### config.mk
export PLATFORM = sky130hd
export DESIGN_NAME = rmst_front_flat
export DESIGN_NICKNAME = d
export VERILOG_FILES = /design/src/design/rmst_pkg.sv /design/src/design/rmst_if.sv /design/src/design/rmst_front.sv /design/src/flat_wrapper.sv
export SDC_FILE = /design/constraint.sdc
export NUM_CORES = 1
export LEC_CHECK = 0
export BUFFER_PORTS_ARGS = -buffer_cell sky130_fd_sc_hd__buf_2
export CAP_MARGIN = 10
export CORE_AREA = 10 10 198 153
export CTS_CLUSTER_SIZE = 30
export DETAILED_ROUTE_END_ITERATION = 10
export DIE_AREA = 0 0 208 163
export PLACE_DENSITY = 0.55
export SYNTH_ARGS = -nofsm -noshare
export SYNTH_HDL_FRONTEND = slang
export SYNTH_SLANG_ARGS = --single-unit
### constraint.sdc
create_clock -name clk -period 8.9 [get_ports clk]
set_input_delay 0.445 -clock clk [delete_from_list [all_inputs] [get_ports clk]]
set_output_delay 0.445 -clock clk [all_outputs]
set_load 0.05 [all_outputs]
### src/design/rmst_pkg.sv
// ----------------------------------------------------------------------------
// rmst_pkg: shared types and constants of the mapping slot table
// Status codes, opcodes, register indexes and the front-to-back command.
// ----------------------------------------------------------------------------
package rmst_pkg;

  localparam int ADDR_W = 32;
  localparam int PAGE_W = 20;
  localparam int OFF_W = 12;
  localparam int STATUS_W = 3;
  localparam int SLOT_OUT_W = 10;
  localparam int REG_IDX_W = 2;

  typedef enum logic [0:0] {
    OP_MAP = 1'b0,
    OP_UNMAP = 1'b1
  } op_t;

  typedef enum logic [STATUS_W-1:0] {
    ST_DIRECT = 3'd0,
    ST_REUSED = 3'd1,
    ST_NEW = 3'd2,
    ST_FULL = 3'd3,
    ST_KEPT = 3'd4,
    ST_FREED = 3'd5,
    ST_IGNORED = 3'd6
  } status_t;

  localparam logic [REG_IDX_W-1:0] REG_DIRECT_LIMIT = 2'd0;
  localparam logic [REG_IDX_W-1:0] REG_DIRECT_OFFSET = 2'd1;
  localparam logic [REG_IDX_W-1:0] REG_WINDOW_BASE = 2'd2;

  localparam logic [ADDR_W-1:0] RST_DIRECT_LIMIT = 32'h0040_0000;
  localparam logic [ADDR_W-1:0] RST_DIRECT_OFFSET = 32'hC000_0000;
  localparam logic [ADDR_W-1:0] RST_WINDOW_BASE = 32'hF000_0000;

  // Command kinds handed from front to back
  typedef enum logic [1:0] {
    CMD_DONE = 2'd0,   // result already final (direct, ignored)
    CMD_MAP = 2'd1,    // table search needed
    CMD_UNMAP = 2'd2   // slot decrement needed
  } cmd_kind_t;

  typedef enum logic [2:0] {
    BK_IDLE,
    BK_CLEAR,
    BK_SCAN,
    BK_UNRD,
    BK_UNWR,
    BK_WRITE,
    BK_OUT
  } bk_state_t;

endpackage

### src/design/rmst_if.sv
// ----------------------------------------------------------------------------
// rmst_req_if / rmst_rsp_if / rmst_cfg_if: valid-ready channels
// Payload of requests, results and register writes.
// ----------------------------------------------------------------------------
interface rmst_req_if;
  logic valid;
  logic ready;
  logic op;
  logic [31:0] paddr;
  logic [31:0] virt_addr;
  modport source(output valid, op, paddr, virt_addr, input ready);
  modport sink(input valid, op, paddr, virt_addr, output ready);
endinterface


### src/design/rmst_front.sv
// ----------------------------------------------------------------------------
// rmst_front: request classifier
// Splits requests into finished direct/ignored results and table commands,
// pushes them into a two-entry queue toward the back end.
// ----------------------------------------------------------------------------
module rmst_front #(
  parameter int SLOTS = 1024
) (
  input  logic clk,
  input  logic rst,
  rmst_req_if.sink req,
  input  logic [rmst_pkg::ADDR_W-1:0] direct_limit,
  input  logic [rmst_pkg::ADDR_W-1:0] direct_offset,
  input  logic [rmst_pkg::ADDR_W-1:0] window_base,
  input  logic pop,
  output logic q_valid,
  output rmst_pkg::cmd_kind_t q_kind,
  output logic [rmst_pkg::ADDR_W-1:0] q_addr,
  output logic [rmst_pkg::PAGE_W-1:0] q_page,
  output logic [$clog2(SLOTS)-1:0] q_slot,
  output logic q_unmap
);
  import rmst_pkg::*;
  localparam int SW = $clog2(SLOTS);

  cmd_kind_t kind_q [2];
  logic [ADDR_W-1:0] addr_q [2];
  logic [PAGE_W-1:0] page_q [2];
  logic [SW-1:0] slot_q [2];
  logic unmap_q [2];
  logic wptr, rptr;
  logic [1:0] count;

  cmd_kind_t c_kind;
  logic [ADDR_W-1:0] c_addr;
  logic [32:0] va_off;
  logic [SW-1:0] c_slot;
  logic in_win;
  logic push;

  // Offset into the window, 33 bits so that wrap shows as out of range
  always_comb begin
    va_off = {1'b0, req.virt_addr} - {1'b0, window_base};
    in_win = !va_off[32] && (va_off[31:OFF_W] < 20'(SLOTS));
    c_slot = va_off[OFF_W +: SW];
    c_addr = '0;
    if (req.op == OP_MAP) begin
      if ({req.paddr[31:OFF_W], {OFF_W{1'b0}}} < direct_limit) begin
        c_kind = CMD_DONE;
        c_addr = req.paddr + direct_offset;
      end else begin
        c_kind = CMD_MAP;
      end
    end else if (in_win) begin
      c_kind = CMD_UNMAP;
    end else begin
      c_kind = CMD_DONE;
    end
  end

  assign req.ready = (count != 2'd2);
  assign push = req.valid && req.ready;
  assign q_valid = (count != 2'd0);
  assign q_kind = kind_q[rptr];
  assign q_addr = addr_q[rptr];
  assign q_page = page_q[rptr];
  assign q_slot = slot_q[rptr];
  assign q_unmap = unmap_q[rptr];

  always_ff @(posedge clk) begin
    if (rst) begin
      wptr <= 1'b0;
      rptr <= 1'b0;
      count <= 2'd0;
    end else begin
      if (push) wptr <= ~wptr;
      if (pop) rptr <= ~rptr;
      count <= count + 2'(push) - 2'(pop);
    end
    if (push) begin
      kind_q[wptr] <= c_kind;
      addr_q[wptr] <= c_addr;
      page_q[wptr] <= req.paddr[31:OFF_W];
      slot_q[wptr] <= c_slot;
      unmap_q[wptr] <= (req.op == OP_UNMAP);
    end
  end

  // A direct map carries its final address; status follows from op
  assert property (@(posedge clk) disable iff (rst) pop |-> q_valid)
    else $error("pop from empty queue");
  assert property (@(posedge clk) disable iff (rst) count <= 2'd2)
    else $error("queue overfilled");
  assert property (@(posedge clk) disable iff (rst)
      push && !pop |=> count == $past(count) + 2'd1)
    else $error("queue count slip");
endmodule

### src/flat_wrapper.sv
// flat-port wrapper written by rule: the top's interface ports become plain ports
module rmst_front_flat import rmst_pkg::*;
#(
  parameter int SLOTS = 1024
)
  (clk, rst, direct_limit, direct_offset, window_base, pop, q_valid, q_kind, q_addr, q_page, q_slot, q_unmap, req_valid, req_op, req_paddr, req_virt_addr, req_ready);
  rmst_req_if req_i ();
  input  logic clk;
  input  logic rst;
  input  logic [rmst_pkg::ADDR_W-1:0] direct_limit;
  input  logic [rmst_pkg::ADDR_W-1:0] direct_offset;
  input  logic [rmst_pkg::ADDR_W-1:0] window_base;
  input  logic pop;
  output logic q_valid;
  output rmst_pkg::cmd_kind_t q_kind;
  output logic [rmst_pkg::ADDR_W-1:0] q_addr;
  output logic [rmst_pkg::PAGE_W-1:0] q_page;
  output logic [$clog2(SLOTS)-1:0] q_slot;
  output logic q_unmap;
  input wire logic [$bits(req_i.valid)-1:0] req_valid;
  input wire logic [$bits(req_i.op)-1:0] req_op;
  input wire logic [$bits(req_i.paddr)-1:0] req_paddr;
  input wire logic [$bits(req_i.virt_addr)-1:0] req_virt_addr;
  output wire logic [$bits(req_i.ready)-1:0] req_ready;
  assign req_i.valid = req_valid;
  assign req_i.op = req_op;
  assign req_i.paddr = req_paddr;
  assign req_i.virt_addr = req_virt_addr;
  assign req_ready = req_i.ready;
  rmst_front #(.SLOTS(SLOTS)) u_core (.clk(clk), .rst(rst), .req(req_i), .direct_limit(direct_limit), .direct_offset(direct_offset), .window_base(window_base), .pop(pop), .q_valid(q_valid), .q_kind(q_kind), .q_addr(q_addr), .q_page(q_page), .q_slot(q_slot), .q_unmap(q_unmap));
endmodule
==> results of run 1 <==
## cells by family after synthesis
logic type      share of synthesized area (%)
xor+xnor                                 4.30
buf+inv                                  3.62
simple gates                             9.83
flops                                    46.8
fa+ha+maj                                12.5
mux                                      8.66
compound gates                           14.3
## through the flow
stage | area [um^2] | cells | util (%) | worst slack (ns) | hold WS [ns]
6_report | 10700 | 1368 | 40.4 | 6.16 | 0.248
5_1_grt | 10700 | 1367 | 40.4 | 6.02 | 0.228
4_1_cts | 10700 | 1367 | 40.4 | 6.16 | 0.229
3_5_place_dp | 10100 | 1335 | 38.2 | 5.72 | 0.500
3_3_place_gp | 10100 | 1335 | 38.2 | 5.77 | 0.498
2_1_floorplan | 8560 | 767 | - | 4.78 | 0.480
## power by group through the flow
stage | sequential, mW | clock (mW) | combinational [mW]
2_1_floorplan | 0.885 | 0 | 0.628
3_3_place_gp | 0.895 | 0 | 0.841
3_5_place_dp | 0.899 | 0 | 0.841
4_1_cts | 0.886 | 0.733 | 0.845
5_1_grt | 0.897 | 0.764 | 0.901
6_report | 0.884 | 0.714 | 0.831
## cells in the mapped netlist, drive strengths merged, types with 3 or more instances
cell type	n
nor2b	7
a21o	34
nand2b	7
a21oi	56
a211oi	5
o21ai	26
a2111oi	4
inv	66
clkbuf	14
nand2	39
xor2	21
mux2	65
nand3	22
o32ai	3
o21a	14
xnor2	21
edfxtp	130
nor4	5
a211o	5
nand4	7
o21bai	5
dfxtp	5
or3	4
and3	8
or2	5
a31oi	11
nor2	57
ha	84
nor3	10
## state kept, by name (all words and copies together) (netlist names), named ones only
signal          count
u_core.count        2
u_core.page_q      40
u_core.addr_q      64
u_core.slot_q      20
u_core.kind_q       4
u_core.rptr         1
u_core.unmap_q      2
u_core.wptr         1
## area by class of cell
type / instances / area, um^2
Antenna cell: 1 / 2.50
Clock inverter: 14 / 174
Fill cell: 2630 / 15800
Multi-Input combinational cell: 550 / 4260
Inverter: 66 / 248
Timing Repair Buffer: 233 / 1170
Tap cell: 351 / 439
Sequential cell: 135 / 4010
Clock buffer: 18 / 429
## metal layers
metal  vias up  wire length [um]  global-route usage, %
met5         -                20                      0
met4         2               284                   3.61
met3        17              1360                   4.39
met2       159             10800                   21.7
met1      3063             10900                   17.1
li1       3326                 -                      -
## worst paths after layout
kind                                        endpoint  slack, ns  cells after the start
worst max register to register  u_core.addr_q[0][18]       7.01                      5
worst min-delay path                            flop       0.25                      2
worst min register to register                  flop       0.51                      2
worst max-delay path            u_core.addr_q[1][28]       6.16                     12
## worst max-delay path: cells and delay by family
kind / cells / cell delay, ns
AND/OR/NAND/NOR: 3 / 0.29
adder cells (fa/ha/maj): 2 / 0.62
XOR/XNOR: 1 / 0.18
buffers and inverters: 1 / 0.10
AO/OA/AOI/OAI: 5 / 1.24
==> summary by stage, run 1 <==
Timing
The total negative slack is 0 ns. The clock skew after layout is 0.0102 ns. Measured against its own limit, the worst slew margin works out to 36.1%. The upper clock frequency limit is about 0.37 GHz.

The transition time at the pin with the least slew margin is around 0.96 ns. Setup repair after global routing left no endpoint under its margin. The final-report hold violation count came to 0. The fraction of the cycle the final worst path needs is 30.7%. Setup violations remaining at the end of the flow were counted as 0. The final critical path time including I/O delays and setup is around 2.7 ns. The max-slew violation total from the final report is 0.

Final layout
The library cell used most frequently in the layout, excluding fill and tap cells, is buf_2. The top cell types in the final layout, fill and taps aside, are buf_2, edfxtp_1, ha_1. Of the cells placed in the final design, the portion with a size suffix greater than 1 is about 34%. The area growth from synthesis to layout is 25.3%. The number of nets in the layout is roughly 1300.

Critical path
The critical path's slowest cell is fa_1. The capturing element type of the critical path is a flop. In this design, the stage delay of the slowest critical-path cell is about 0.41 ns. The classification of the worst setup path is in2reg. The maximum fanout count along the critical path is 2. In this design, the critical path's most frequently occurring cell is a211o_1. The data arrival time at the worst-slack endpoint is about 2.9 ns.

The start point of the critical path is req_paddr[0]. The signal on the critical path passes through buf_2, ha_1, fa_1, a21o_1, a211o_1, nand3_1, a211o_1, nand3_1, a211o_1, o32ai_2, xor2_1, nor2_1. The critical path startpoint category is a primary input. For the worst setup path, the data required time is 9.04 ns. The launching point of the worst reg2reg path is u_core.count[0].

Floorplanning
The count of boundary I/O pins is 232. The die is about 160 um tall. The core region is 0.0265 mm^2. The row count is 52.

The die is around 210 um wide. The full die area is 0.0339 mm^2. Once the floorplan was initialized, standard cells occupied about a third of the core.

Clock network
The CTS tree is done. The number of sinks on the clock net is between 100 and 150. Clock tree synthesis inserted a total of 17 buffers. The total setup buffers inserted after CTS is 0.

The cts-stage hold buffer count is 0. The later pin in the worst-skew pair is clocked with a latency of between 0.4 and 0.5 ns. The longest clock path from root to sink contains 2 buffers. The number of H-tree levels is 4. Clock-pin slew was measured on the worst setup and hold paths at approximately 0.060 ns. The total of cells resized after clock tree synthesis is 0. The master cell of the clock root buffer is clkbuf_16.

Placed design
Buffers placed on the I/O ports in this run total around 230. The final RePlAce weighted congestion is 0.875. The total half-perimeter wirelength after legalization and detailed placement is 18.2 mm.

Route
The initial DRC count is 328. The total routed wirelength is 23.3 mm. The post-route antenna net violation count is 0. The number of vias per cell after detailed routing is 4.80. The count of unresolved DRC violations after routing is 0. The detail-routed net length per standard cell is about 17 um.

The routed via count is about 6600. The first-pass detailed-route iteration total is 4.

Synthesis
The number of unique standard cell types used by synthesis is 57. Sorting the synthesized cells by area gives the leading types as edfxtp_1, ha_1, mux2_2, a21oi_1, a21o_1. After synthesis, the largest area contributor takes up a little under half of total cell area. The fraction of registers with async set or reset after synthesis is 0%. The flip-flop cell with the highest count after synthesis is edfxtp_1. In this run, synthesis inferred 130 flip-flops with an integrated enable.

The average instance in the mapped netlist occupies around 11 um^2. The cell area after synthesis is 0.00856 mm^2. The net count after synthesis is 1017. Yosys printed 0 warnings. The portion of the post-synthesis area used by sequential elements is 46.8%. Of all cell types, the one taking the most synthesized area is edfxtp_1. The synthesized netlist cell count is 767. Counting flops and latches in the post-synthesis netlist gives 135.

Power and ir drop
The cell-internal power is between 1.5 and 2 mW. Across the VDD grid, the largest voltage drop is roughly 0.00012 V. The analysis attributes to net switching a power of approximately 0.88 mW. Dividing total power by cell area gives a power density of around 230 mW/mm^2. The reported leakage power is 4.76 nW. Of the total power, combinational logic draws 34.2%. Total power for the finished layout comes to 2.43 mW. Per report_power, the sequential group accounts for between 30% and 40% of the total. The clock network is responsible for between 20% and 30% of the overall power.

The switching share of power is between 30% and 40%.

Global route
The maximum number of pins on one net before global-route repair is 66. The wire length of the first global-routing pass is approximately 37 mm. The number of antenna violations at the first check in global routing is 2. The number of global-route vias before repair is around 6800. The total overflow left after global routing is 0. Across every metal layer, demand over resource in global routing totals 13.5%.

Outcome
The run finished with clean final reports.

Min path
The worst hold path belongs to the class in2reg. The beginning of the worst hold path is rst.

Flow run
The tool flagged a number of max-cap violations equal to 0.
Note: power is estimated with default switching activity, not from simulation.
==> inputs of run 2 (changes only) <==
--- a/config.mk
+++ b/config.mk
@@ -11,7 +11,7 @@
 export CTS_CLUSTER_SIZE = 30
 export DETAILED_ROUTE_END_ITERATION = 10
 export DIE_AREA = 0 0 208 163
-export PLACE_DENSITY = 0.55
+export PLACE_DENSITY = 0.57
 export SYNTH_ARGS = -nofsm -noshare
 export SYNTH_HDL_FRONTEND = slang
 export SYNTH_SLANG_ARGS = --single-unit
==> constraint.sdc (replaced) <==
create_clock -name clk -period 2.3 [get_ports clk]
set_input_delay 0.115 -clock clk [delete_from_list [all_inputs] [get_ports clk]]
set_output_delay 0.115 -clock clk [all_outputs]
set_load 0.05 [all_outputs]
==> run 2 against run 1 <==
Via count up 7.1%. First-iteration DRC count up 3.0%. Critical endpoint is now u_core.addr_q[0][28]. Die area unchanged. Clock-buffer cell count up 2. Power rose to 4.0 times the previous value. Clock skew down 0.0036 ns. Setup slack worse by 6.1 ns. Sequential cell count unchanged. Worst hold slack worse by 0.22 ns. Sequential power rose to 3.8 times the previous value. Highest routed layer is now met4. Cell count up 9.1%.
==> summary by stage, run 2 (synthesis results as in run 1) <==
Route
The detail route stage leaves a number of antenna-violating nets equal to 0. For this run, design rule violations remaining after detail routing come to 0. The first-pass detailed-route iteration total is 5. Dividing the detail-routed via count by the number of cells gives 4.71. The initial DRC count is roughly 340.

The routed via count is between 7000 and 8000. The total routed wirelength is around 24 mm. The detail-routed net length per standard cell is between 15 and 20 um.

Clock network
Counting every sink on the clock net gives approximately 140. The number of H-tree levels is 4. The number of buffers created by CTS is 17. The CTS tree is done. The buffer depth of the longest clock path is 2. The clock latency at the later pin of the worst-skew pair is between 0.4 and 0.5 ns. The clock-pin slew reported for the worst setup and hold paths after clock tree synthesis is approximately 0.05 ns. The tree is rooted in a clkbuf_16.

Critical path
The capturing instance or port of the critical path is u_core.addr_q[0][28]. At the worst endpoint, the required time is about 2.5 ns. The most critical setup path has its startpoint at req_paddr[0].

Together, buffers and inverters on the worst path number 1. The critical path goes through buf_6, ha_4, fa_2, a21o_1, a211o_1, nand3_2, a211o_1, nand3_2, a211o_1, o32ai_2, xor2_1, nor2_1. Data arrives at the worst endpoint at 2.38 ns. The critical path's slowest cell is fa_2. The capture point of the worst reg-to-reg path is u_core.addr_q[0][23]. The biggest cell delay along the critical path is between 0.3 and 0.4 ns. The classification of the worst setup path is in2reg. Of all nets on the critical path, the largest fanout is 2. By instance count, the cell type seen most on the critical path is a211o_1. The worst register-to-register path has a setup slack of between 0.8 and 0.9 ns. The critical path runs through a total of 12 cells.

In this run the critical register-to-register path is launched from u_core.count[0]. STA classifies the critical path endpoint as a flop. The critical path startpoint category is a primary input. Grouping stages by cell kind, the critical path spends the most delay in compound AO/OA/AOI/OAI gates. The number of cell instances on the worst register-to-register path is 5.

Power and ir drop
Net switching is 35.6% of the power. The reported net switching power is approximately 3.5 mW. In this run the power density over the cells is 814 mW/mm^2. Summed over all cells, the static leakage comes to 5.41 nW. Registers are responsible for 34.8% of the overall power.

The design draws around 9.7 mW. The maximum VDD drop is between 0.0005 and 0.0006 V. The clock share of power is roughly 28%. The cell-internal power is between 6 and 7 mW. The portion of total power attributed to combinational logic is between 30 and 40%.

Final layout
The library cells used most frequently in the layout, excluding fill and tap cells, are buf_2, edfxtp_1, buf_4. Leaving out fill and tap cells, the most frequent cell in the layout is buf_2. The fraction of layout cells with a size suffix above 1 is 42.0%. In the final design database the tool counted roughly 1400 nets.

Cells fill roughly 45% of the core in the end. Leaving out filler cells and counting taps, the final layout contains approximately 1500. The area growth from synthesis to layout is 39.6%. The register ranked first by flip-flop count is u_core.addr_q. The largest registers in the layout are u_core.addr_q: 64 flops, u_core.page_q: 40 flops, u_core.slot_q: 20 flops. The flip-flop count of the largest register, all copies and words added is 64.

Flow run
Across the run, the number of max-cap violations was 0.

Global route
The met3 track demand over resource is 3.87%. The highest-utilization routing layer at the global route stage is met2. The number of global-route vias before repair came to approximately 7300. The met1 layer usage reported by global route is between 10% and 20%. The total overflow left after global routing is 0. The met2 capacity usage during global routing is 23.6%.

The number of antenna violations at the first check in global routing was 1. The wire length of the first global-routing pass is 38.6 mm. The overall global routing resource usage is between 10 and 15%.

Entering global routing, the biggest net connects 66 pins.

Floorplanning
For this design the top-level I/O count stands at approximately 230. The die width is ~210 um. The starting density of the core is 32.3%. The full die area is about 0.034 mm^2. After floorplanning, the core was divided into 52 placement rows.

The y dimension of the die is 163 um. The placeable core area is about 0.027 mm^2.

Timing
The final-report hold violation count is 0. After layout, the worst path uses 96.6% of the clock period. The max-slew violation total from the final report was 0. The post-route worst setup slack is slightly below 0.08 ns. Headroom to the max-slew limit came out at approximately two thirds. The transition time at the pin with the least slew margin is between 0.4 and 0.5 ns. The final critical path time including I/O delays and setup is approximately 2.2 ns. The final setup violation count is 0. For the final database, setup skew stands at about 0.0066 ns. Timing would allow up to about 0.45 GHz. Setup repair after global routing could not meet its margin everywhere.

Placed design
The worst setup slack before clock tree synthesis is -0.391 ns. Once detailed placement completed, the half-perimeter wirelength came to ~19 mm. The count of input and output buffers is approximately 230. The congestion estimate from routability-driven global placement came to approximately 0.88. The cell count after placement is about 1400.

Min path
The worst hold path was traced through 2 stages. The path class of the lowest-slack min-delay path is in2reg.

Outcome
The flow ran to the end, and the final reports show no timing, DRC or antenna violations.
-- run 2: changes by cell type in the layout (fill, tap and decap cells not counted), moves of 4 or more --
cell | previous run | this run
ha_4 | 0 | 4
buf_12 | 0 | 4
a21oi_2 | 1 | 7
buf_4 | 2 | 105
ha_1 | 84 | 78
inv_6 | 4 | 0
a21oi_1 | 55 | 48
dlygate4sd3_1 | 0 | 17
-- run 2: final cells by class --
class | instances | area (um^2)
Antenna cell | 1 | 2.50
Sequential cell | 135 | 4010
Fill cell | 2578 | 14600
Timing Repair Buffer | 357 | 2210
Inverter | 66 | 248
Multi-Input combinational cell | 550 | 4450
Clock inverter | 12 | 154
Tap cell | 351 | 439
Clock buffer | 20 | 447
-- run 2: how the worst min path moves through the flow --
stage | from | end | slack (ns)
2_1_floorplan | rst | u_core.count[0] | 0.19
4_1_cts | req_paddr[19] | u_core.page_q[0][7] | 0.01
3_5_place_dp | rst | flop | 0.36
5_1_grt | req_paddr[19] | u_core.page_q[1][7] | 0.02
3_3_place_gp | rst | flop | 0.35
6_report | req_paddr[19] | u_core.page_q[1][7] | 0.03
-- run 2: power groups by stage --
stage | clock network [mW] | registers (mW) | logic [mW]
floorplan | 0 | 3.40 | 2.45
detailed placement | 0 | 3.44 | 3.56
CTS | 2.82 | 3.39 | 3.60
global placement | 0 | 3.42 | 3.55
global route | 2.92 | 3.43 | 3.89
finish | 2.74 | 3.38 | 3.60
-- run 2: metal layers --
layer	wire length, um	up-vias	share of wire, %
li1	-	3577	-
met1	10900	3280	45
met2	11900	154	49
met3	1240	19	5.1
met4	265	0	1.1
met5	0	-	0
-- run 2: what timing repair did --
action	in CTS	in global routing
buffers inserted	0	4
hold endpoints to repair	35	0
hold buffers	17	0
endpoints found under the setup margin	0	20
gates resized for setup	0	28
-- run 2: worst reg2reg max path, stage by stage, from the launching register on --
cell and delay [ns]:
dfxtp_1 0.32, inv_1 0.07, nand2_2 0.08, nand2_1 0.13
nor2_4 0.15, buf_12 0.35
-- run 2: stage by stage --
stage	hold WS [ns]	cell area [um^2]	TNS [ns]
floorplan	0.187	8630	-0.0296
global placement	0.348	11000	-12.49
detailed placement	0.358	11000	-14.26
CTS	0.0123	11800	0
global route	0.0233	11900	-0.0160
finish	0.0318	12000	0
==> inputs of run 3 (changes only) <==
--- a/config.mk
+++ b/config.mk
@@ -12,6 +12,7 @@
 export DETAILED_ROUTE_END_ITERATION = 10
 export DIE_AREA = 0 0 208 163
 export PLACE_DENSITY = 0.57
+export RECOVER_POWER = 25
 export SYNTH_ARGS = -nofsm -noshare
 export SYNTH_HDL_FRONTEND = slang
 export SYNTH_SLANG_ARGS = --single-unit
==> run 3 against run 2 <==
Non-clock buffer count unchanged. Clock power about the same. Combinational power barely moved. Routed wire length barely moved. Power is 0.29% lower. Register-to-register slack lost 0.40 ns. Cell count did not move. First-iteration DRC count fell by 6.2%. Final area is 0.57% lower. Critical path type unchanged. Critical path depth unchanged.
==> summary by stage, run 3 (synthesis results as in run 1) <==
Floorplanning
The y dimension of the die is roughly 160 um. The die width is 208 um. The full die area is ~0.034 mm^2.

The starting density of the core is 32.3%. The placeable core area is between 0.02 and 0.03 mm^2. The row count is 52. ~230 I/O pins were placed.

Critical path
The most prevalent standard cell on the critical path is a211o_1. Measured in cells, the most critical reg-to-reg path has a length of 4. The launching point of the worst reg2reg path is u_core.count[0].

The critical path startpoint category is a primary input. At the worst endpoint, the arrival time is roughly 2.4 ns. The kind of cell adding the most delay to the critical path is compound AO/OA/AOI/OAI gates. For this run, the slowest stage of the critical path takes about 0.35 ns. The signal on the critical path passes through buf_6, ha_4, fa_2, a21o_1, a211o_1, nand3_2, a211o_1, nand3_2, a211o_1, o32ai_2, xor2_1, nor2_1. The sum of buffers and inverters on the critical path is 1.

Among all stages on the critical path, the largest delay is contributed by fa_2. The capture point of the worst reg-to-reg path is u_core.page_q[1][5]. The minimum setup slack among reg-to-reg paths is around 0.42 ns. The required time of the critical path is roughly 2.5 ns.

STA classifies the critical path endpoint as a flop. The classification of the worst setup path is in2reg. The maximum fanout count along the critical path is 2.

Power and ir drop
Of the total power, the clock network draws approximately 28%. In this run the power density over the cells is 816 mW/mm^2. Of the total power, combinational logic draws 36.8%. The maximum VDD drop is between 0.0005 and 0.0006 V. The reported net switching power is 3.46 mW. Net switching is approximately 36% of the power. The total chip power is ~9.7 mW. The sequential group share of total power is a little over a third. The cell-internal power is approximately 6.2 mW. For this design the static power due to leakage is roughly 5.3 nW.

Global route
The number of antenna violations at the first check in global routing is 1. The number of global-route vias before repair is around 7300. The met1 layer usage reported by global route is around 17%.

The first global-routing pass estimated 38.6 mm of wire. In this run the most used layer during global routing was met2. Global routing consumed, on the met3 layer, a little under 4% of the routing resources. In the global route stage, met2 resource usage came out at between 20% and 30%. The leftover overflow at the end of global routing is 0. The maximum number of pins on one net before global-route repair is 66.

Global routing used around 14% of the available tracks across all layers.

Placed design
After detailed placement, the total cell area comes to approximately 0.011 mm^2. The count of input and output buffers is around 230. The total half-perimeter wirelength after legalization and detailed placement is ~19 mm.

Routability-driven placement finished with a final weighted congestion of approximately 0.9.

Route
The post-route antenna net violation count is 0. For this run, design rule violations remaining after detail routing come to 0. The routed design has around 24 mm of wire. In the routed layout, each cell is associated on average with a via count of between 4 and 5. The detail-routed net length per standard cell is about 16 um. The first detailed-routing pass ran for 5 iterations.

The routed via count is about 7000. The initial DRC count is approximately 320.

Timing
The max-slew violation total from the final report is 0. The upper clock frequency limit is around 0.45 GHz. Setup violations remaining at the end of the flow were counted as 0. After layout, the minimum clock period comes to between 2 and 2.5 ns. Setup repair after global routing could not meet its margin everywhere.

The clock skew after layout is around 0.0067 ns. For the pin with the worst max-slew slack, the measured transition is approximately 1 ns. The fraction of the cycle the final worst path needs is a little over nine tenths. The worst pin sits at a relative slew slack of 31.5%. Summed over all failing endpoints, the final setup total negative slack is 0 ns. The final-report hold violation count was 0.

Final layout
The most common cell after layout, fill and taps aside is buf_2. From synthesis to final layout, the design area changed by 38.8%. The final core utilization is 44.8%. Of the cells placed in the final design, the portion with a size suffix greater than 1 is 39.6%. The post-layout instance area is 0.0119 mm^2. The number of nets in the layout is 1377.

The largest registers in the layout are u_core.addr_q: 64 flops, u_core.page_q: 40 flops, u_core.slot_q: 20 flops. In the layout the commonest cells are buf_2, edfxtp_1, buf_4. The register ranked first by flip-flop count is u_core.addr_q. The flip-flop count of the largest register, all copies and words added is 64. Fill cells in the final layout number between 2000 and 3000.

Clock network
TritonCTS built the clock tree. CTS placed an instance of clkbuf_16 at the clock tree root. Buffers inserted during clock tree synthesis total 17.

The clock net in this run drives a total of ~140 sinks. The H-tree generated during clock tree synthesis spans 4 levels. In this run the deepest clock path goes through 2 buffers. The clock latency at the later pin of the worst-skew pair is about 0.42 ns. The clock-pin slew reported for the worst setup and hold paths after clock tree synthesis is about 0.050 ns.

Min path
The instance count along the most critical hold path is 2. The worst-case hold path end point is u_core.page_q[1][7]. The startpoint identified for the worst hold timing path is req_paddr[19]. The path class of the tightest hold or removal check is in2reg.

Outcome
The flow ran to the end, and the final reports show no timing, DRC or antenna violations.

Flow run
The number of max-capacitance violations reported is 0.
[run 3: worst max-delay path by stage]
stage / start / endpoint / slack [ns] / cells past startpoint
finish: req_paddr[0] / u_core.addr_q[0][28] / 0.08 / 12
floorplan: req_paddr[0] / u_core.addr_q[0][28] / -0.01 / 11
global placement: req_paddr[1] / u_core.addr_q[1][31] / -0.41 / 11
global route: req_paddr[15] / u_core.addr_q[1][31] / -0.02 / 11
detailed placement: req_paddr[0] / u_core.addr_q[1][28] / -0.39 / 12
CTS: req_paddr[22] / u_core.addr_q[1][21] / 0.02 / 12
[run 3: what timing repair did]
item,4_1_cts,5_1_grt
hold endpoints to repair,35,0
setup endpoints to repair,0,20
resized for setup,0,28
hold buffers,17,0
buffers inserted,0,4
[run 3: power groups by stage]
stage          registers (mW)  clock network, mW  logic [mW]
2_1_floorplan            3.40                  0        2.45
3_3_place_gp             3.42                  0        3.55
3_5_place_dp             3.44                  0        3.56
4_1_cts                  3.39               2.82        3.60
5_1_grt                  3.44               2.92        3.86
6_report                 3.39               2.74        3.57
[run 3: final cells by class]
class	instances	area, um^2	share of cell area, %
Antenna cell	1	2.50	0.0211
Tap cell	351	439	3.70
Multi-Input combinational cell	550	4440	37.4
Clock buffer	20	447	3.76
Sequential cell	135	4010	33.7
Inverter	66	248	2.08
Clock inverter	12	154	1.30
Timing Repair Buffer	357	2150	18.1
[run 3: through the flow]
stage / instances / worst slack (ns) / hold slack (ns)
3_3_place_gp: 1438 / -0.407 / 0.348
6_report: 1492 / 0.0813 / 0.128
4_1_cts: 1487 / 0.0226 / 0.0123
2_1_floorplan: 767 / -0.0148 / 0.187
3_5_place_dp: 1438 / -0.391 / 0.358
5_1_grt: 1491 / -0.0189 / 0.138
[run 3: metal layers]
layer | share of wire, % | vias up
li1 | - | 3575
met1 | 45 | 3275
met2 | 49 | 162
met3 | 5.4 | 19
met4 | 1.1 | 0
met5 | 0 | -
